`config.mk`:
```
export PLATFORM = sky130hd
export DESIGN_NAME = holdings_table_average_cost
export DESIGN_NICKNAME = d
export VERILOG_FILES = /design/src/rtl/htac_pkg.sv /design/src/rtl/holdings_table_average_cost.sv
export SDC_FILE = /design/constraint.sdc
export NUM_CORES = 2
export LEC_CHECK = 0
export BUFFER_PORTS_ARGS = -buffer_cell sky130_fd_sc_hd__buf_2
export CAP_MARGIN = 0
export CORE_UTILIZATION = 55
export DETAILED_ROUTE_END_ITERATION = 7
export GPL_ROUTABILITY_DRIVEN = 0
export PLACE_DENSITY = 0.71
export RECOVER_POWER = 25
export SYNTH_ARGS = -nofsm -noshare
export SYNTH_HDL_FRONTEND = slang
export SYNTH_SLANG_ARGS = --single-unit
```
`constraint.sdc`:
```
create_clock -name i_clk -period 14.5 [get_ports i_clk]
set_clock_uncertainty 0.05 [all_clocks]
set_input_delay 2.9 -clock i_clk [delete_from_list [all_inputs] [get_ports i_clk]]
set_output_delay 2.9 -clock i_clk [all_outputs]
set_load 0.05 [all_outputs]
```
`src/rtl/htac_pkg.sv`:
```
// package for the holdings table with count-weighted average price
`default_nettype none

package htac_pkg;

    localparam int ENTRIES    = 16;
    localparam int COUNT_BITS = 24;
    localparam int PRICE_BITS = 32;

    localparam int KEY_W       = 16;
    localparam int IN_CNT_W    = 24;
    localparam int IN_PRICE_W  = 32;
    localparam int STATUS_W    = 3;
    localparam int ACTION_W    = 2;

    localparam int IDX_BITS   = (ENTRIES > 1) ? $clog2(ENTRIES) : 1;
    localparam int SUM_W      = ((COUNT_BITS > IN_CNT_W) ? COUNT_BITS : IN_CNT_W) + 1;
    localparam int PSAT_W     = (PRICE_BITS > IN_PRICE_W) ? PRICE_BITS : IN_PRICE_W;
    localparam int DIGIT_W    = 8;
    localparam int NUM_DIGITS = (COUNT_BITS + DIGIT_W - 1) / DIGIT_W;
    localparam int DIG_BITS   = (NUM_DIGITS > 1) ? $clog2(NUM_DIGITS) : 1;
    localparam int PAD_W      = NUM_DIGITS * DIGIT_W;
    localparam int PROD_W     = PRICE_BITS + DIGIT_W;
    localparam int REM_W      = COUNT_BITS + 1;
    localparam int NUM_W      = PRICE_BITS + REM_W;
    localparam int QBIT_BITS  = $clog2(PRICE_BITS);

    localparam logic [COUNT_BITS-1:0] COUNT_MAX = '1;
    localparam logic [PRICE_BITS-1:0] PRICE_MAX = '1;

    typedef enum logic [ACTION_W-1:0] {
        ACT_ADD    = 2'd0,
        ACT_REMOVE = 2'd1,
        ACT_DELETE = 2'd2,
        ACT_QUERY  = 2'd3
    } t_action;

    typedef enum logic [STATUS_W-1:0] {
        ST_OK        = 3'd0,
        ST_BAD_COUNT = 3'd1,
        ST_SHORT     = 3'd2,
        ST_FULL      = 3'd3,
        ST_OVERFLOW  = 3'd4,
        ST_NOT_FOUND = 3'd5
    } t_status;

    typedef enum logic [2:0] {
        S_IDLE,
        S_SCAN,
        S_EXEC,
        S_MUL,
        S_DIV,
        S_DONE
    } t_state;

    typedef struct packed {
        logic [ACTION_W-1:0]   action;
        logic [KEY_W-1:0]      key;
        logic [IN_CNT_W-1:0]   share_count;
        logic [IN_PRICE_W-1:0] unit_price;
    } t_in_item;

    typedef struct packed {
        logic [STATUS_W-1:0]   status;
        logic [IN_CNT_W-1:0]   held_count;
        logic [IN_PRICE_W-1:0] average_price;
    } t_out_item;

    typedef struct packed {
        logic                  set_entry;
        logic                  clr_valid;
        logic                  upd_cnt;
        logic                  upd_price;
        logic [IDX_BITS-1:0]   idx;
        logic [KEY_W-1:0]      key;
        logic [COUNT_BITS-1:0] cnt;
        logic [PRICE_BITS-1:0] price;
    } t_tbl_wr;

endpackage

`default_nettype wire

```
`src/rtl/holdings_table_average_cost.sv`:
```
// holdings table with count-weighted average price, top level
//
//  channel | valid       | ready       | payload
//  --------+-------------+-------------+------------------------
//  in      | i_in_valid  | o_in_ready  | i_in_item  (t_in_item)
//  out     | o_out_valid | i_out_ready | o_out_item (t_out_item)
//
//  an item passes through a key scan over the slots, one slot a cycle
//  a merging add then goes through the shared PRICE_BITS x 8 multiplier,
//  then a restoring divider, one quotient bit a cycle
//  reset clears all the valid bits directly, no clearing pass
//  a finished beat waits in the output register while the next item is taken
`default_nettype none

module holdings_table_average_cost
    import htac_pkg::*;
(
    input  logic      i_clk,
    input  logic      i_rst_n,
    input  logic      i_in_valid,
    output logic      o_in_ready,
    input  t_in_item  i_in_item,
    output logic      o_out_valid,
    input  logic      i_out_ready,
    output t_out_item o_out_item
);

    t_state r_state, n_state;

    logic                  r_valid [ENTRIES];
    logic [KEY_W-1:0]      r_key   [ENTRIES];
    logic [COUNT_BITS-1:0] r_cnt   [ENTRIES];
    logic [PRICE_BITS-1:0] r_price [ENTRIES];

    t_action               r_act;
    logic [KEY_W-1:0]      r_key_in;
    logic [IN_CNT_W-1:0]   r_cnt_in;
    logic [PRICE_BITS-1:0] r_price_in;

    logic [IDX_BITS-1:0]   r_idx;
    logic                  r_found;
    logic [IDX_BITS-1:0]   r_slot;
    logic                  r_free_ok;
    logic [IDX_BITS-1:0]   r_free;

    logic [COUNT_BITS-1:0] r_total;
    logic [NUM_W-1:0]      r_acc;
    logic [DIG_BITS-1:0]   r_dig;
    logic                  r_phase;
    logic [QBIT_BITS-1:0]  r_qcnt;

    t_out_item             r_res, n_res;
    t_out_item             r_out;
    logic                  r_out_valid;

    t_tbl_wr               wr;

    logic [PSAT_W-1:0]     in_price_ext;
    logic [PRICE_BITS-1:0] in_price_sat;
    logic [COUNT_BITS-1:0] cur_cnt;
    logic [PRICE_BITS-1:0] cur_price;
    logic [SUM_W-1:0]      cnt_ext;
    logic [SUM_W-1:0]      cur_ext;
    logic [SUM_W-1:0]      sum;
    logic                  cnt_big;
    logic                  sum_big;
    logic [COUNT_BITS-1:0] cnt_st;
    logic [IN_CNT_W-1:0]   rep_cnt;
    logic [IN_PRICE_W-1:0] rep_price;
    logic                  key_hit;
    logic                  out_free;

    logic [PRICE_BITS-1:0] mul_a;
    logic [PAD_W-1:0]      mul_b;
    logic [DIGIT_W-1:0]    mul_digit;
    logic [PROD_W-1:0]     mul_prod;
    logic [NUM_W-1:0]      acc_next;

    logic [REM_W:0]        div_t;
    logic [REM_W:0]        div_tot;
    logic                  div_ge;
    logic [REM_W:0]        div_rem;
    logic [PRICE_BITS-1:0] quo_next;

    assign in_price_ext = PSAT_W'(i_in_item.unit_price);
    assign in_price_sat = (in_price_ext > PSAT_W'(PRICE_MAX)) ? PRICE_MAX
                                                              : PRICE_BITS'(in_price_ext);

    assign cur_cnt   = r_cnt[r_slot];
    assign cur_price = r_price[r_slot];
    assign cnt_ext   = SUM_W'(r_cnt_in);
    assign cur_ext   = SUM_W'(cur_cnt);
    assign sum       = cur_ext + cnt_ext;
    assign cnt_big   = cnt_ext > SUM_W'(COUNT_MAX);
    assign sum_big   = sum > SUM_W'(COUNT_MAX);
    assign cnt_st    = COUNT_BITS'(r_cnt_in);
    assign rep_cnt   = r_found ? IN_CNT_W'(cur_cnt) : '0;
    assign rep_price = r_found ? IN_PRICE_W'(cur_price) : '0;
    assign key_hit   = r_valid[r_idx] && (r_key[r_idx] == r_key_in);
    assign out_free  = !r_out_valid || i_out_ready;

    // shared multiplier: old price x old count digit, then new price x new count digit
    assign mul_a     = r_phase ? r_price_in : cur_price;
    assign mul_b     = r_phase ? PAD_W'(cnt_st) : PAD_W'(cur_cnt);
    assign mul_digit = mul_b[r_dig*DIGIT_W +: DIGIT_W];
    assign mul_prod  = mul_a * mul_digit;
    assign acc_next  = r_phase ? (r_acc + NUM_W'(mul_prod))
                               : ((r_acc << DIGIT_W) + NUM_W'(mul_prod));

    // restoring divide step, remainder in the upper part of r_acc
    assign div_t    = {r_acc[NUM_W-1:PRICE_BITS], r_acc[PRICE_BITS-1]};
    assign div_tot  = (REM_W+1)'(r_total);
    assign div_ge   = div_t >= div_tot;
    assign div_rem  = div_ge ? (div_t - div_tot) : div_t;
    assign quo_next = {r_acc[PRICE_BITS-2:0], div_ge};

    always_ff @(posedge i_clk) begin
        if (!i_rst_n) begin
            r_state <= S_IDLE;
        end else begin
            r_state <= n_state;
        end
    end

    always_comb begin
        n_state           = r_state;
        n_res             = r_res;
        wr                = '0;
        wr.idx            = r_slot;
        wr.key            = r_key_in;
        wr.cnt            = cnt_st;
        wr.price          = r_price_in;
        unique case (r_state)
            S_IDLE: begin
                if (i_in_valid) begin
                    n_state = S_SCAN;
                end
            end
            S_SCAN: begin
                if (r_idx == IDX_BITS'(ENTRIES - 1)) begin
                    n_state = S_EXEC;
                end
            end
            S_EXEC: begin
                n_state             = S_DONE;
                n_res.status        = ST_OK;
                n_res.held_count    = rep_cnt;
                n_res.average_price = rep_price;
                unique case (r_act)
                    ACT_ADD: begin
                        if (r_cnt_in == '0) begin
                            n_res.status = ST_BAD_COUNT;
                        end else if (cnt_big) begin
                            n_res.status = ST_OVERFLOW;
                        end else if (r_found) begin
                            if (sum_big) begin
                                n_res.status = ST_OVERFLOW;
                            end else begin
                                n_state = S_MUL;
                            end
                        end else if (r_free_ok) begin
                            wr.set_entry        = 1'b1;
                            wr.idx              = r_free;
                            n_res.held_count    = IN_CNT_W'(cnt_st);
                            n_res.average_price = IN_PRICE_W'(r_price_in);
                        end else begin
                            n_res.status = ST_FULL;
                        end
                    end
                    ACT_REMOVE: begin
                        if (r_cnt_in == '0) begin
                            n_res.status = ST_BAD_COUNT;
                        end else if (!r_found) begin
                            n_res.status = ST_NOT_FOUND;
                        end else if (cur_ext < cnt_ext) begin
                            n_res.status = ST_SHORT;
                        end else if (cur_ext > cnt_ext) begin
                            wr.upd_cnt       = 1'b1;
                            wr.cnt           = COUNT_BITS'(cur_ext - cnt_ext);
                            n_res.held_count = IN_CNT_W'(cur_ext - cnt_ext);
                        end else begin
                            wr.clr_valid        = 1'b1;
                            n_res.held_count    = '0;
                            n_res.average_price = '0;
                        end
                    end
                    ACT_DELETE: begin
                        if (!r_found) begin
                            n_res.status = ST_NOT_FOUND;
                        end else begin
                            wr.clr_valid        = 1'b1;
                            n_res.held_count    = '0;
                            n_res.average_price = '0;
                        end
                    end
                    ACT_QUERY: begin
                        if (!r_found) begin
                            n_res.status = ST_NOT_FOUND;
                        end
                    end
                endcase
            end
            S_MUL: begin
                if (r_phase && (r_dig == '0)) begin
                    n_state = S_DIV;
                end
            end
            S_DIV: begin
                if (r_qcnt == '0) begin
                    n_state             = S_DONE;
                    wr.upd_cnt          = 1'b1;
                    wr.upd_price        = 1'b1;
                    wr.cnt              = r_total;
                    wr.price            = quo_next;
                    n_res.status        = ST_OK;
                    n_res.held_count    = IN_CNT_W'(r_total);
                    n_res.average_price = IN_PRICE_W'(quo_next);
                end
            end
            S_DONE: begin
                if (out_free) begin
                    n_state = S_IDLE;
                end
            end
            default: begin
                n_state = S_IDLE;
            end
        endcase
    end

    // valid bits
    always_ff @(posedge i_clk) begin
        if (!i_rst_n) begin
            for (int i = 0; i < ENTRIES; i++) begin
                r_valid[i] <= 1'b0;
            end
        end else if (wr.set_entry) begin
            r_valid[wr.idx] <= 1'b1;
        end else if (wr.clr_valid) begin
            r_valid[wr.idx] <= 1'b0;
        end
    end

    // slot payload
    always_ff @(posedge i_clk) begin
        if (wr.set_entry) begin
            r_key[wr.idx]   <= wr.key;
            r_cnt[wr.idx]   <= wr.cnt;
            r_price[wr.idx] <= wr.price;
        end else begin
            if (wr.upd_cnt) begin
                r_cnt[wr.idx] <= wr.cnt;
            end
            if (wr.upd_price) begin
                r_price[wr.idx] <= wr.price;
            end
        end
    end

    // datapath
    always_ff @(posedge i_clk) begin
        r_res <= n_res;
        unique case (r_state)
            S_IDLE: begin
                if (i_in_valid) begin
                    r_act      <= t_action'(i_in_item.action);
                    r_key_in   <= i_in_item.key;
                    r_cnt_in   <= i_in_item.share_count;
                    r_price_in <= in_price_sat;
                    r_idx      <= '0;
                    r_found    <= 1'b0;
                    r_free_ok  <= 1'b0;
                end
            end
            S_SCAN: begin
                r_idx <= r_idx + 1'b1;
                if (key_hit && !r_found) begin
                    r_found <= 1'b1;
                    r_slot  <= r_idx;
                end
                if (!r_valid[r_idx] && !r_free_ok) begin
                    r_free_ok <= 1'b1;
                    r_free    <= r_idx;
                end
            end
            S_EXEC: begin
                r_total <= COUNT_BITS'(sum);
                r_acc   <= '0;
                r_dig   <= DIG_BITS'(NUM_DIGITS - 1);
                r_phase <= 1'b0;
                r_qcnt  <= QBIT_BITS'(PRICE_BITS - 1);
            end
            S_MUL: begin
                r_acc   <= acc_next;
                r_phase <= !r_phase;
                if (r_phase) begin
                    r_dig <= r_dig - 1'b1;
                end
            end
            S_DIV: begin
                r_acc  <= {div_rem[REM_W-1:0], quo_next};
                r_qcnt <= r_qcnt - 1'b1;
            end
            S_DONE: begin
                if (out_free) begin
                    r_out <= r_res;
                end
            end
            default: begin
            end
        endcase
    end

    // output beat
    always_ff @(posedge i_clk) begin
        if (!i_rst_n) begin
            r_out_valid <= 1'b0;
        end else if ((r_state == S_DONE) && out_free) begin
            r_out_valid <= 1'b1;
        end else if (i_out_ready) begin
            r_out_valid <= 1'b0;
        end
    end

    assign o_in_ready  = (r_state == S_IDLE);
    assign o_out_valid = r_out_valid;
    assign o_out_item  = r_out;

    a_busy_after_accept: assert property (@(posedge i_clk) disable iff (!i_rst_n)
        (i_in_valid && o_in_ready) |=> !o_in_ready)
        else $error("input taken while an item is in work");

    a_new_slot_free: assert property (@(posedge i_clk) disable iff (!i_rst_n)
        wr.set_entry |-> !r_valid[wr.idx])
        else $error("new entry written over a live slot");

    a_merge_found: assert property (@(posedge i_clk) disable iff (!i_rst_n)
        ((r_state == S_MUL) || (r_state == S_DIV)) |-> (r_found && (r_total != '0)))
        else $error("merge without a matching slot");

    a_rem_below_total: assert property (@(posedge i_clk) disable iff (!i_rst_n)
        (r_state == S_DIV) |-> (r_acc[NUM_W-1:PRICE_BITS] < REM_W'(r_total)))
        else $error("divider remainder out of range");

    a_done_only_when_free: assert property (@(posedge i_clk) disable iff (!i_rst_n)
        ((r_state == S_DONE) && r_out_valid && !i_out_ready) |=> (r_state == S_DONE))
        else $error("result left a held output beat");

endmodule

`default_nettype wire
```
==> run metrics <==
DRC viols=30; post-CTS setup buffers=0; register area share after synthesis=0.5935; Synth cell types=88; sequential share of power=0.288; Hold Path Cell Cnt=0; Internal=11.00 mW; Avg WL per Cell=28.18 um; Leak=29.13 nW; worst hold path class=reg -> reg; TritonCTS clock tree=yes; Port Buf Inserts=138; critical path class=reg -> reg; Post-synth EDFFs=1447; Vias/cell=6.481; Initial Util=0.5549; vias in the first global route=44820; Area contributors post-synth=edfxtp_1 59%, mux4_2 11%, fa_1 5.0%; Clk pwr share=0.198; # clock sinks=1475; Reg clk slew, reported paths=0.06 ns; element type at the critical path end=flip-flop; Synth Flop Type=edfxtp_1; I/O Pins=139; f_max=81.44 MHz; total grt overflow=0; CTS Buf Count=147; failing checks=DRC, capacitance limit, slew limit; Worst setup SP type=flip-flop; RSZ-0062 raised after global routing=false; H-tree depth=4; final hold vios=0; share of flip-flops with an asynchronous set or reset=0; Rel. slew slack=-1.360; hold path start=r_res[29]$_DFFE_PP_; DR vias=45880; FF+latch count, synth=1475; status=complete, but fails checks; pin count of the biggest net entering global routing=97; Worst R2R End=r_acc[48]$_DFFE_PP_; DP HPWL=126.6 mm; initial antenna violation count=11; crit path DAT=12.69 ns; VDD IR-drop max=282.8 uV; synthesized area per cell=14.68 sq um; hold_buf cts=0; Max Cap Viol=5; Slew @ Worst Pin=3.541 ns; Crit-path slowest cell=dfxtp_4; overall global routing resource usage=0.2943; routed wire length=199.5 mm; placed instance area=0.07719 sq mm; combinational share of power=0.514; final instance area=0.08184 sq mm; hold endpoint=o_out_item[29]$_DFFE_PP_; Chip Width=369.2 um; Mapped Nets=5542; Critical Path RT=14.91 ns; post-detailed-route count of antenna-violating nets=0; Pre-antenna DRT Iters=8; Syn. warnings=0; r2r setup slk=2.22 ns; area leader, netlist=edfxtp_1; CTS root buffer=clkbuf_16; Initial DRC Count=5954; R2R depth=35; share of cells above drive strength 1=0.1742; Post-layout nets=5683; PostCTS Resize Cnt=0; Placeable Area=0.1336 sq mm; Fill cells=9631; row cnt=134; most common cell in the netlist=edfxtp_1; Final period util=0.8468; CP max FO=40; PD cells=231.2 mW/mm^2; final setup fails=0; Final Max Slew Viols=235; Worst path max stage delay=0.89 ns; first-pass GRT wire length=293.2 mm; Die Footprint=0.1363 sq mm; Psw=7.923 mW; most frequent cells after synthesis=1447 x edfxtp_1, 412 x nor2_1, 373 x mux4_2, 359 x nand2_1, 345 x inv_1; Yosys top cell area share=0.5860; die span in y=369.2 um; Setup TNS=0 ns; clk_lat worst skew=0.80 ns; Synth Cell Area=0.07415 sq mm; clock buffer depth=3; Overall Power=18.92 mW; Layout area overhead=10.36%; min Tclk post-route=12.28 ns; most used cell, CP=fa_1; synthesized instance count=5052; switching part of the total power=0.4187
layer usage:
metal	vias up	routed length (um)	global-route usage
met5	-	44	0
met4	6	6965	0.1011
met3	394	22640	0.06293
li1	19540	-	-
met2	2763	90800	0.4457
met1	23170	79060	0.4252
layout by cell type, fill, tap and decap left out, types with 33 or more instances in the layout:
master	count
ha_1	227
fa_1	185
o21bai_1	33
buf_4	86
buf_2	110
or2_2	40
o21ai_0	173
clkbuf_16	149
nor3_1	41
xnor2_1	134
clkbuf_1	67
mux4_2	373
nor2_4	38
o211ai_1	33
a22oi_1	37
nor2_1	362
xor2_1	57
nand2_1	357
nand4_1	42
a21oi_1	212
a21o_1	93
inv_1	344
nand3_1	52
edfxtp_1	1447
mux2i_1	51
power groups by stage:
stage / Combinational [mW] / Sequential [mW] / Clock, mW
2_1_floorplan: 7.19 / 5.36 / 0
3_3_place_gp: 9.29 / 5.51 / 0
3_5_place_dp: 9.36 / 5.52 / 0
4_1_cts: 9.45 / 5.43 / 3.78
5_1_grt: 10.6 / 5.46 / 3.93
6_report: 9.72 / 5.45 / 3.75
how the worst max path moves through the flow:
stage	endpoint	slack [ns]	cells after the start
floorplan	r_acc[50]$_DFFE_PP_	4.39	38
global placement	r_acc[48]$_DFFE_PP_	2.49	35
detailed placement	r_acc[50]$_DFFE_PP_	2.34	35
CTS	r_acc[48]$_DFFE_PP_	2.29	35
global route	r_acc[52]$_DFFE_PP_	1.65	34
finish	r_acc[48]$_DFFE_PP_	2.22	35
through the flow:
| stage | hold slack, ns | cells | util | setup WS [ns] |
|---|---|---|---|---|
| 3_3_place_gp | 0.3528 | 6812 | 0.5777 | 2.487 |
| 2_1_floorplan | 0.3503 | 5052 | - | 4.386 |
| 6_report | 0.3686 | 7079 | 0.6124 | 2.221 |
| 4_1_cts | 0.3668 | 7078 | 0.6129 | 2.287 |
| 5_1_grt | 0.3776 | 7078 | 0.6124 | 1.647 |
| 3_5_place_dp | 0.3545 | 6812 | 0.5777 | 2.338 |
kinds of logic (layout without fill, tap and decap cells):
kind of cell / count (synthesis) / in the layout / share of synthesized area
AOI/OAI and AO/OA: 858 / 858 / 0.07769
xor gates and xnor gates: 191 / 191 / 0.02256
adders and majority gates: 412 / 412 / 0.08825
buffers and inverters: 591 / 849 / 0.03140
DFF: 1475 / 1475 / 0.5935
muxes: 429 / 429 / 0.1209
other: 0 / 1 / 0
and+or+nand+nor: 1096 / 1096 / 0.06562
state kept, by name, summed over array words and instances (netlist names), 3 cells and up, named ones only:
| signal | cells |
|---|---|
| r_price_in | 32 |
| r_cnt | 384 |
| r_res | 59 |
| r_key | 256 |
| r_qcnt | 5 |
| r_price | 512 |
| r_idx | 4 |
| r_total | 24 |
| r_state | 3 |
| r_acc | 57 |
| r_valid | 16 |
| cnt_st | 24 |
| r_free | 4 |
| r_key_in | 16 |
| o_out_item | 59 |
| r_slot | 4 |
worst max-delay path, delay by kind of cell, from the launching register on:
| kind | cells | cell delay [ns] |
|---|---|---|
| and+or+nand+nor | 6 | 0.76 |
| AOI/OAI and AO/OA | 14 | 4.18 |
| adders and majority gates | 6 | 2.78 |
| xor gates and xnor gates | 2 | 0.49 |
| buffers and inverters | 4 | 1.07 |
| DFF | 1 | 0.89 |
| muxes | 3 | 1.64 |
final cells by class:
type                            instances  area (sq um)  share of cell area
Clock inverter                         85         852.1             0.01041
Inverter                              349          1313             0.01604
Clock buffer                          181          3859             0.04715
Tap cell                             1768          2212             0.02703
Antenna cell                            1         2.502          0.00003058
Multi-Input combinational cell       2986         28190              0.3445
Sequential cell                      1475         44030              0.5381
Timing Repair Buffer                  234          1371             0.01676
Note: power is estimated with default switching activity, not from simulation.
